File: config.mk
export PLATFORM = sky130hd
export DESIGN_NAME = ecg_beat_rate_detector_core
export DESIGN_NICKNAME = d
export VERILOG_FILES = /design/src/ebrd_pkg.sv /design/src/ecg_beat_rate_detector_core.sv /design/src/ebrd_div.sv /design/src/ebrd_dp.sv /design/src/ebrd_ctrl.sv
export SDC_FILE = /design/constraint.sdc
export NUM_CORES = 2
export LEC_CHECK = 0
export BUFFER_PORTS_ARGS = -buffer_cell sky130_fd_sc_hd__buf_2
export CORE_UTILIZATION = 59
export CTS_CLUSTER_SIZE = 24
export DETAILED_ROUTE_END_ITERATION = 10
export PLACE_DENSITY = 0.79
export SYNTH_ARGS = -nofsm -noshare
export SYNTH_HDL_FRONTEND = slang
export SYNTH_SLANG_ARGS = --single-unit
File: constraint.sdc
create_clock -name clk -period 7.4 [get_ports clk]
set_clock_uncertainty 0.15 [all_clocks]
set_input_delay 1.48 -clock clk [delete_from_list [all_inputs] [get_ports clk]]
set_output_delay 1.48 -clock clk [all_outputs]
set_load 0.02 [all_outputs]
File: src/ebrd_pkg.sv
package ebrd_pkg;

  localparam int HISTORY_DEPTH_DEF = 5;
  localparam int SAMPLE_BITS_DEF   = 10;

  localparam int TS_W   = 32;
  localparam int RATE_W = 16;

  localparam int unsigned THR_RESET     = 410;
  localparam int unsigned MS_PER_MINUTE = 60000;
  localparam int unsigned RATE_FRAC     = 16;
  localparam logic [TS_W-1:0] RATE_DIVIDEND = TS_W'(MS_PER_MINUTE * RATE_FRAC);

  typedef struct packed {
    logic cfg_wr;
    logic load;
    logic eval;
    logic span_load;
    logic mul_load;
    logic div_start;
    logic rate_sat;
    logic rate_load;
    logic push;
  } ctrl_cmd_t;

  typedef struct packed {
    logic rate_go;
    logic div_done;
    logic d_zero;
    logic out_free;
  } dp_stat_t;

endpackage

File: src/ecg_beat_rate_detector_core.sv
// ECG beat and heart-rate detector. Each input beat is one sample tick (two
// leads-off flags, a sample and a millisecond timestamp) and yields exactly one
// result beat. A tick with either lead off is flagged invalid and leaves all
// state untouched. A sample at or above the threshold register counts a beat
// once, and the detector re-arms when the sample drops below it. Once the
// second-oldest history entry is nonzero, each new heartbeat recomputes the
// rate as 960000 / (span / HISTORY_DEPTH), unsigned Q12.4, saturating at
// 65535. An accepted tick passes through an evaluate and a done state; a tick
// that updates the rate also goes through a reciprocal multiply for span /
// HISTORY_DEPTH and the bit-serial divider, or saturates without dividing
// when the interval is zero. One tick is in work at a time; the output
// register lets the next tick be accepted while a result is stalled. The
// threshold resets to 410 and is written only while no tick is in work.
module ecg_beat_rate_detector_core #(
  parameter int HISTORY_DEPTH = ebrd_pkg::HISTORY_DEPTH_DEF,
  parameter int SAMPLE_BITS   = ebrd_pkg::SAMPLE_BITS_DEF
) (
  input  logic                        clk,
  input  logic                        rst_n,
  input  logic                        in_valid,
  output logic                        in_stall,
  input  logic                        in_leads_off_plus,
  input  logic                        in_leads_off_minus,
  input  logic [SAMPLE_BITS-1:0]      in_sample,
  input  logic [ebrd_pkg::TS_W-1:0]   in_timestamp_ms,
  output logic                        out_valid,
  input  logic                        out_stall,
  output logic                        out_sample_valid,
  output logic [SAMPLE_BITS-1:0]      out_sample_out,
  output logic                        out_beat_level,
  output logic                        out_beat_event,
  output logic [ebrd_pkg::RATE_W-1:0] out_rate_q4,
  input  logic                        cfg_valid,
  output logic                        cfg_ready,
  input  logic [SAMPLE_BITS-1:0]      cfg_data
);

  ebrd_pkg::ctrl_cmd_t cmd;
  ebrd_pkg::dp_stat_t  stat;

  ebrd_ctrl u_ctrl (
    .clk      (clk),
    .rst_n    (rst_n),
    .in_valid (in_valid),
    .in_stall (in_stall),
    .cfg_valid(cfg_valid),
    .cfg_ready(cfg_ready),
    .stat     (stat),
    .cmd      (cmd)
  );

  ebrd_dp #(
    .HISTORY_DEPTH(HISTORY_DEPTH),
    .SAMPLE_BITS  (SAMPLE_BITS)
  ) u_dp (
    .clk               (clk),
    .rst_n             (rst_n),
    .cmd               (cmd),
    .stat              (stat),
    .cfg_data          (cfg_data),
    .in_leads_off_plus (in_leads_off_plus),
    .in_leads_off_minus(in_leads_off_minus),
    .in_sample         (in_sample),
    .in_timestamp_ms   (in_timestamp_ms),
    .out_stall         (out_stall),
    .out_valid         (out_valid),
    .out_sample_valid  (out_sample_valid),
    .out_sample_out    (out_sample_out),
    .out_beat_level    (out_beat_level),
    .out_beat_event    (out_beat_event),
    .out_rate_q4       (out_rate_q4)
  );

endmodule

File: src/ebrd_div.sv
module ebrd_div #(
  parameter int W = ebrd_pkg::TS_W
) (
  input  logic         clk,
  input  logic         rst_n,
  input  logic         start,
  input  logic [W-1:0] dividend,
  input  logic [W-1:0] divisor,
  output logic         done,
  output logic [W-1:0] quotient
);

  localparam int CW = $clog2(W + 1);

  logic [W-1:0]  rem_r;
  logic [W-1:0]  quo_r;
  logic [W-1:0]  dvs_r;
  logic [CW-1:0] cnt_r;
  logic          busy_r;
  logic          done_r;

  logic [W:0]   rem_sh;
  logic [W:0]   diff;
  logic         ge;
  logic [W-1:0] rem_nxt;
  logic [W-1:0] quo_nxt;

  // one quotient bit per cycle, restoring
  always_comb begin
    rem_sh  = {rem_r, quo_r[W-1]};
    diff    = rem_sh - {1'b0, dvs_r};
    ge      = (rem_sh >= {1'b0, dvs_r});
    rem_nxt = ge ? diff[W-1:0] : rem_sh[W-1:0];
    quo_nxt = {quo_r[W-2:0], ge};
  end

  always_ff @(posedge clk) begin
    if (!rst_n) begin
      busy_r <= 1'b0;
      done_r <= 1'b0;
      cnt_r  <= '0;
    end else begin
      done_r <= 1'b0;
      if (start) begin
        busy_r <= 1'b1;
        cnt_r  <= CW'(W);
      end else if (busy_r) begin
        cnt_r <= cnt_r - CW'(1);
        if (cnt_r == CW'(1)) begin
          busy_r <= 1'b0;
          done_r <= 1'b1;
        end
      end
    end
  end

  always_ff @(posedge clk) begin
    if (start) begin
      rem_r <= '0;
      quo_r <= dividend;
      dvs_r <= divisor;
    end else if (busy_r) begin
      rem_r <= rem_nxt;
      quo_r <= quo_nxt;
    end
  end

  assign done     = done_r;
  assign quotient = quo_r;

endmodule

File: src/ebrd_dp.sv
module ebrd_dp #(
  parameter int HISTORY_DEPTH = ebrd_pkg::HISTORY_DEPTH_DEF,
  parameter int SAMPLE_BITS   = ebrd_pkg::SAMPLE_BITS_DEF
) (
  input  logic                              clk,
  input  logic                              rst_n,
  input  ebrd_pkg::ctrl_cmd_t               cmd,
  output ebrd_pkg::dp_stat_t                stat,
  input  logic [SAMPLE_BITS-1:0]            cfg_data,
  input  logic                              in_leads_off_plus,
  input  logic                              in_leads_off_minus,
  input  logic [SAMPLE_BITS-1:0]            in_sample,
  input  logic [ebrd_pkg::TS_W-1:0]         in_timestamp_ms,
  input  logic                              out_stall,
  output logic                              out_valid,
  output logic                              out_sample_valid,
  output logic [SAMPLE_BITS-1:0]            out_sample_out,
  output logic                              out_beat_level,
  output logic                              out_beat_event,
  output logic [ebrd_pkg::RATE_W-1:0]       out_rate_q4
);

  localparam int TS_W   = ebrd_pkg::TS_W;
  localparam int RATE_W = ebrd_pkg::RATE_W;
  localparam int PW     = 2 * TS_W;
  localparam int REC_SH = $clog2(HISTORY_DEPTH);
  localparam logic [PW-1:0] RECIP =
    ((PW'(1) << (TS_W + REC_SH)) / PW'(HISTORY_DEPTH)) + PW'(1);
  localparam logic [TS_W-1:0] RECIP_LO = RECIP[TS_W-1:0];

  logic [SAMPLE_BITS-1:0] thr_r;
  logic [TS_W-1:0]        beat_times_r [HISTORY_DEPTH];
  logic                   counted_r;
  logic                   trig_r;
  logic [RATE_W-1:0]      rate_r;
  logic                   event_r;

  logic                   off_r;
  logic [SAMPLE_BITS-1:0] smp_r;
  logic [TS_W-1:0]        ts_r;
  logic [TS_W-1:0]        span_r;
  logic [PW-1:0]          prod_r;

  logic                   out_valid_r;
  logic                   out_sample_valid_r;
  logic [SAMPLE_BITS-1:0] out_sample_out_r;
  logic                   out_beat_level_r;
  logic                   out_beat_event_r;
  logic [RATE_W-1:0]      out_rate_q4_r;

  logic            at_thr;
  logic            hit;
  logic            rearm;
  logic [TS_W:0]   per_sum;
  logic [TS_W-1:0] period;
  logic            div_done;
  logic [TS_W-1:0] div_quo;

  always_comb begin
    at_thr = (smp_r >= thr_r);
    hit    = !off_r && at_thr && !counted_r;
    rearm  = !off_r && !at_thr;
  end

  // span / depth by reciprocal multiply: multiplier is 2^TS_W plus RECIP_LO
  always_comb begin
    per_sum = {1'b0, span_r} + {1'b0, prod_r[PW-1:TS_W]};
    period  = TS_W'(per_sum >> REC_SH);
  end

  ebrd_div #(
    .W(TS_W)
  ) u_div (
    .clk     (clk),
    .rst_n   (rst_n),
    .start   (cmd.div_start),
    .dividend(ebrd_pkg::RATE_DIVIDEND),
    .divisor (period),
    .done    (div_done),
    .quotient(div_quo)
  );

  always_comb begin
    stat.rate_go  = hit && (beat_times_r[HISTORY_DEPTH-2] != '0);
    stat.div_done = div_done;
    stat.d_zero   = (period == '0);
    stat.out_free = !out_valid_r || !out_stall;
  end

  always_ff @(posedge clk) begin
    if (cmd.load) begin
      off_r <= in_leads_off_plus || in_leads_off_minus;
      smp_r <= in_sample;
      ts_r  <= in_timestamp_ms;
    end
    if (cmd.span_load) begin
      span_r <= ts_r - beat_times_r[HISTORY_DEPTH-2];
    end
    if (cmd.mul_load) begin
      prod_r <= {{TS_W{1'b0}}, span_r} * {{TS_W{1'b0}}, RECIP_LO};
    end
  end

  always_ff @(posedge clk) begin
    if (!rst_n) begin
      thr_r     <= SAMPLE_BITS'(ebrd_pkg::THR_RESET);
      counted_r <= 1'b0;
      trig_r    <= 1'b0;
      rate_r    <= '0;
      event_r   <= 1'b0;
      for (int i = 0; i < HISTORY_DEPTH; i++) begin
        beat_times_r[i] <= '0;
      end
    end else begin
      if (cmd.cfg_wr) begin
        thr_r <= cfg_data;
      end
      if (cmd.eval) begin
        event_r <= hit;
        if (hit) begin
          counted_r <= 1'b1;
          trig_r    <= 1'b1;
          beat_times_r[0] <= ts_r;
          for (int i = 1; i < HISTORY_DEPTH; i++) begin
            beat_times_r[i] <= beat_times_r[i-1];
          end
        end else if (rearm) begin
          counted_r <= 1'b0;
          trig_r    <= 1'b0;
        end
      end
      if (cmd.rate_sat) begin
        rate_r <= '1;
      end else if (cmd.rate_load) begin
        if (div_quo[TS_W-1:RATE_W] != '0) begin
          rate_r <= '1;
        end else begin
          rate_r <= div_quo[RATE_W-1:0];
        end
      end
    end
  end

  always_ff @(posedge clk) begin
    if (!rst_n) begin
      out_valid_r <= 1'b0;
    end else if (cmd.push) begin
      out_valid_r <= 1'b1;
    end else if (!out_stall) begin
      out_valid_r <= 1'b0;
    end
  end

  always_ff @(posedge clk) begin
    if (cmd.push) begin
      out_sample_valid_r <= !off_r;
      out_sample_out_r   <= off_r ? '0 : smp_r;
      out_beat_level_r   <= trig_r;
      out_beat_event_r   <= event_r;
      out_rate_q4_r      <= rate_r;
    end
  end

  assign out_valid        = out_valid_r;
  assign out_sample_valid = out_sample_valid_r;
  assign out_sample_out   = out_sample_out_r;
  assign out_beat_level   = out_beat_level_r;
  assign out_beat_event   = out_beat_event_r;
  assign out_rate_q4      = out_rate_q4_r;

endmodule

File: src/ebrd_ctrl.sv
module ebrd_ctrl (
  input  logic                clk,
  input  logic                rst_n,
  input  logic                in_valid,
  output logic                in_stall,
  input  logic                cfg_valid,
  output logic                cfg_ready,
  input  ebrd_pkg::dp_stat_t  stat,
  output ebrd_pkg::ctrl_cmd_t cmd
);

  localparam logic [2:0] S_IDLE = 3'd0;
  localparam logic [2:0] S_EVAL = 3'd1;
  localparam logic [2:0] S_MUL  = 3'd2;
  localparam logic [2:0] S_PER  = 3'd3;
  localparam logic [2:0] S_DIV  = 3'd4;
  localparam logic [2:0] S_DONE = 3'd5;

  logic [2:0] state_r;
  logic [2:0] state_nxt;

  always_comb begin
    state_nxt = state_r;
    cmd       = '0;
    in_stall  = 1'b1;
    cfg_ready = 1'b0;
    case (state_r)
      S_IDLE: begin
        in_stall   = 1'b0;
        cfg_ready  = 1'b1;
        cmd.cfg_wr = cfg_valid;
        if (in_valid) begin
          cmd.load  = 1'b1;
          state_nxt = S_EVAL;
        end
      end
      S_EVAL: begin
        cmd.eval = 1'b1;
        if (stat.rate_go) begin
          cmd.span_load = 1'b1;
          state_nxt     = S_MUL;
        end else begin
          state_nxt = S_DONE;
        end
      end
      S_MUL: begin
        cmd.mul_load = 1'b1;
        state_nxt    = S_PER;
      end
      S_PER: begin
        if (stat.d_zero) begin
          cmd.rate_sat = 1'b1;
          state_nxt    = S_DONE;
        end else begin
          cmd.div_start = 1'b1;
          state_nxt     = S_DIV;
        end
      end
      S_DIV: begin
        if (stat.div_done) begin
          cmd.rate_load = 1'b1;
          state_nxt     = S_DONE;
        end
      end
      S_DONE: begin
        if (stat.out_free) begin
          cmd.push  = 1'b1;
          state_nxt = S_IDLE;
        end
      end
      default: begin
        state_nxt = S_IDLE;
      end
    endcase
  end

  always_ff @(posedge clk) begin
    if (!rst_n) begin
      state_r <= S_IDLE;
    end else begin
      state_r <= state_nxt;
    end
  end

endmodule
==> metrics.csv <==
stage,metric,value,unit
detailed_routing,DR DRC count,2,
die,# IOs,91,
detailed_routing,drt wl/cell,20.7,µm
critical_path,crit path to,u_dp.prod_r[61]$_DFFE_PP_,
sta,# setup viols final,0,
global_route,vias in the first global route,25000,
place,# placed instances,4154,
place,HPWL Detailed,72300,µm
outcome,failing checks,DRC,
die,core box area,57700,µm²
critical_path,CP required,7.57,ns
critical_path,R2R depth,26,
synthesis,"top cells by area, synth","edfxtp_1 (26%), fa_1 (23%), ha_1 (15%), inv_1 (6.8%), dfxtp_1 (6.1%)",
hold_path,HP Class,register to register,
place,Port Buf Inserts,90,
sta,Max Slew Vio Count,0,
place,gp weighted congestion,1.00,
detailed_routing,WL met1,37200,µm
sta,worst-margin pin slew,1.15,ns
flow_run,max cap viols,0,
die,Die Area,59300,µm²
global_route,GRT overflow,0,
hold_path,HP Start,u_dp.rate_r[3]$_SDFFE_PN0P_,
cts,TritonCTS buffer count,44,
cts,clk buf depth,3,
detailed_routing,via density per instance,5.70,
synthesis,Ys Warns,0,
sta,fmax,136,MHz
synthesis,"flops & latches, synth",398,
critical_path,"reg-to-reg slack, setup",0.04,ns
synthesis,syn_nets,4025,
die,Die X,243,µm
final_layout,P&R area growth vs syn,14.3,%
detailed_routing,TritonRoute pass-1 iters,9,
detailed_routing,Initial DRC Count,1578,
synthesis,Synth cell types,79,
synthesis,Synth Instances,3154,
synthesis,predominant post-synthesis flop cell,edfxtp_1,
die,row cnt,88,
outcome,outcome,finished with violations,
critical_path,crit start category,register,
critical_path,FF-to-FF End,u_dp.prod_r[61]$_DFFE_PP_,
synthesis,fraction of registers with async set/reset,0,%
sta,min cycle time layout,7.36,ns
detailed_routing,final wirelength,88300,µm
sta,Max-slew headroom,23.5,%
global_route,GRT Resource Usage Total,30.0,%
synthesis,Avg Inst Size Synth,10.9,µm²
synthesis,Mapped Area,34400,µm²
global_route,global-route wire length before repair,137000,µm
synthesis,cell taking the most area after synthesis,edfxtp_1,
final_layout,diodes inserted,0,
critical_path,Critical Path Start,u_dp.span_r[14]$_DFFE_PP_,
die,chip height,243,µm
die,Initial Utilization,59.6,%
global_route,initial antenna violation count,0,
detailed_routing,Detail Route Antenna Nets,0,
final_layout,share of layout cells above drive strength 1,13.8,%
synthesis,Post-synth EDFFs,294,
cts,CTS H-Tree Depth,2,
critical_path,worst reg2reg path startpoint,u_dp.span_r[14]$_DFFE_PP_,
detailed_routing,met3 WL,5830,µm
final_layout,final non-filler cell total,4262,
cts,# hold bufs at CTS,0,
cts,CTS tree,built,
cts,clk sinks,398,
critical_path,worst-path maximum fanout,6,
synthesis,share of the synthesized area in the top cell type,25.7,%
cts,worst-skew pair later-pin latency,0.58,ns
critical_path,crit path kind,register to register,
cts,clk slew on worst S/H paths,0.06,ns
global_route,largest net degree at the start of global routing,127,
sta,RSZ-0062 raised after global routing,true,
cts,CTS Root Cell,clkbuf_16,
critical_path,critical path endpoint category,register,
detailed_routing,Vias,24300,
detailed_routing,DR top layer,met4,
critical_path,CP arrival,7.54,ns
sta,Fin. Hold Viols,0,
synthesis,register area share after synthesis,31.7,%
final_layout,layout net count,4334,
detailed_routing,met2 wire len,42000,µm
final_layout,Fill cells,4243,
sta,fin crit share,99.5,%
## critical path, cell delays in order (launching register included)
cell	delay, ns
edfxtp_1	0.49
ha_4	0.27
fa_1	0.52
fa_1	0.52
inv_2	0.04
fa_1	0.47
inv_1	0.05
fa_1	0.45
fa_1	0.49
fa_1	0.54
inv_2	0.04
fa_1	0.51
inv_2	0.05
ha_4	0.21
buf_6	0.13
a21oi_4	0.17
a21oi_2	0.08
a311oi_2	0.36
buf_4	0.19
nand3_4	0.06
a2111oi_4	0.24
buf_4	0.20
o31ai_4	0.10
a41oi_4	0.32
o211ai_1	0.18
buf_4	0.16
xor2_1	0.13
## metrics by stage
| stage | hold slack, ns | setup slack [ns] | utilization [%] | instance area (µm²) | setup TNS [ns] |
|---|---|---|---|---|---|
| 2_1_floorplan | 0.253 | 0.0917 | - | 34400 | 0 |
| 3_3_place_gp | 0.262 | -0.615 | 64.4 | 37200 | -6.66 |
| 3_5_place_dp | 0.260 | -0.604 | 64.4 | 37200 | -6.30 |
| 4_1_cts | 0.275 | 0.00798 | 67.1 | 38700 | 0 |
| 5_1_grt | 0.286 | -0.230 | 68.1 | 39300 | -0.691 |
| 6_report | 0.275 | 0.0370 | 68.1 | 39300 | 0 |
## layout make-up
class / count / area [µm²] / area share, %
multi-input cells: 2070 / 21400 / 54.4
flip-flops and latches: 398 / 10900 / 27.8
inverters: 621 / 2330 / 5.93
repair buffers: 328 / 2280 / 5.79
clock buffers: 54 / 1210 / 3.08
well taps: 765 / 957 / 2.43
clock inverters: 26 / 230 / 0.586
## flip-flops by register name, indices dropped and copies added, names as in the netlist
| signal | cells |
|---|---|
| u_dp.ts_r | 32 |
| u_dp.thr_r | 10 |
| u_dp.span_r | 32 |
| u_dp.out_rate_q4 | 16 |
| u_dp.counted_r | 1 |
| u_dp.u_div.rem_r | 32 |
| u_dp.u_div.dvs_r | 30 |
| u_dp.out_sample_out | 10 |
| u_dp.u_div.busy_r | 1 |
| u_dp.out_beat_event | 1 |
| u_dp.out_valid | 1 |
| u_dp.off_r | 1 |
| u_dp.u_div.done | 1 |
| u_dp.smp_r | 10 |
| u_dp.event_r | 1 |
| u_dp.prod_r | 32 |
| u_dp.u_div.cnt_r | 6 |
| u_dp.out_sample_valid | 1 |
| u_ctrl.state_r | 3 |
| u_dp.beat_times_r | 128 |
| u_dp.out_beat_level | 1 |
| u_dp.u_div.quotient | 32 |
| u_dp.rate_r | 16 |
## logic make-up (layout without fill, tap and decap cells)
| family | Yosys count | count (layout) | share of synthesized area [%] |
|---|---|---|---|
| AOI/OAI and AO/OA | 481 | 481 | 9.23 |
| xor gates and xnor gates | 118 | 118 | 3.00 |
| adders and majority gates | 812 | 812 | 38.0 |
| buffers and inverters | 686 | 1029 | 7.58 |
| DFF | 398 | 398 | 31.7 |
| muxes | 43 | 43 | 1.25 |
| and+or+nand+nor | 616 | 616 | 9.23 |
## cells in the final DEF, fill, tap and decap left out, types with 21 or more instances in the layout
cell type / instances
a21oi_1: 133
buf_4: 232
o21a_1: 21
a21o_1: 51
inv_1: 615
edfxtp_1: 294
nor2b_1: 25
ha_1: 397
ha_4: 23
nand2_1: 103
buf_2: 90
nor3_1: 25
xor2_1: 39
mux2i_1: 43
a211oi_1: 40
xnor2_1: 79
and2_1: 131
dfxtp_1: 103
nand4_1: 23
fa_1: 381
nor2_1: 153
nand3_1: 45
nor4_1: 22
o21ai_0: 91
clkbuf_16: 47
## Yosys cell counts, drive strengths merged, types with 4 or more instances
master	number
a2111oi	8
a211o	10
a211oi	41
a21boi	7
a21o	51
a21oi	139
a22o	4
a311o	5
a311oi	6
a31o	5
a31oi	14
and2	132
and3	21
and4	4
buf	16
clkbuf	49
dfxtp	104
edfxtp	294
fa	388
ha	424
inv	620
mux2i	43
nand2	107
nand2b	16
nand3	47
nand3b	4
nand4	23
nand4b	6
nor2	156
nor2b	25
nor3	25
nor4	24
o2111ai	5
o211ai	15
o21a	21
o21ai	97
o21bai	20
o31ai	8
or2	5
or3	11
or4	4
xnor2	79
xor2	39
## how the worst min path moves through the flow
| stage | endpoint | slack, ns | depth (start not counted) |
|---|---|---|---|
| after global routing | u_dp.out_rate_q4[14]$_DFFE_PP_ | 0.29 | 0 |
| after floorplan | u_dp.out_rate_q4[0]$_DFFE_PP_ | 0.25 | 0 |
| final | u_dp.out_rate_q4[3]$_DFFE_PP_ | 0.28 | 0 |
| after detailed placement | u_dp.out_rate_q4[3]$_DFFE_PP_ | 0.26 | 0 |
| after CTS | u_dp.out_rate_q4[3]$_DFFE_PP_ | 0.28 | 0 |
| after global placement | u_dp.out_rate_q4[1]$_DFFE_PP_ | 0.26 | 0 |
## routing by layer
metal | global-route usage (%) | vias to the layer above
met4 | 10.9 | 0
met3 | 4.75 | 193
met5 | 0 | -
met1 | 40.5 | 12100
met2 | 49.2 | 784
li1 | - | 11200
## timing repair
item                                    in CTS  in global routing
buffers inserted                             4                 24
endpoints found under the setup margin      17                 18
pin swaps                                    4                 55
gates resized for setup                     11                 66
Power is not shown: default switching activity piles up to over one toggle a cycle in this logic, so the estimate is an artifact.
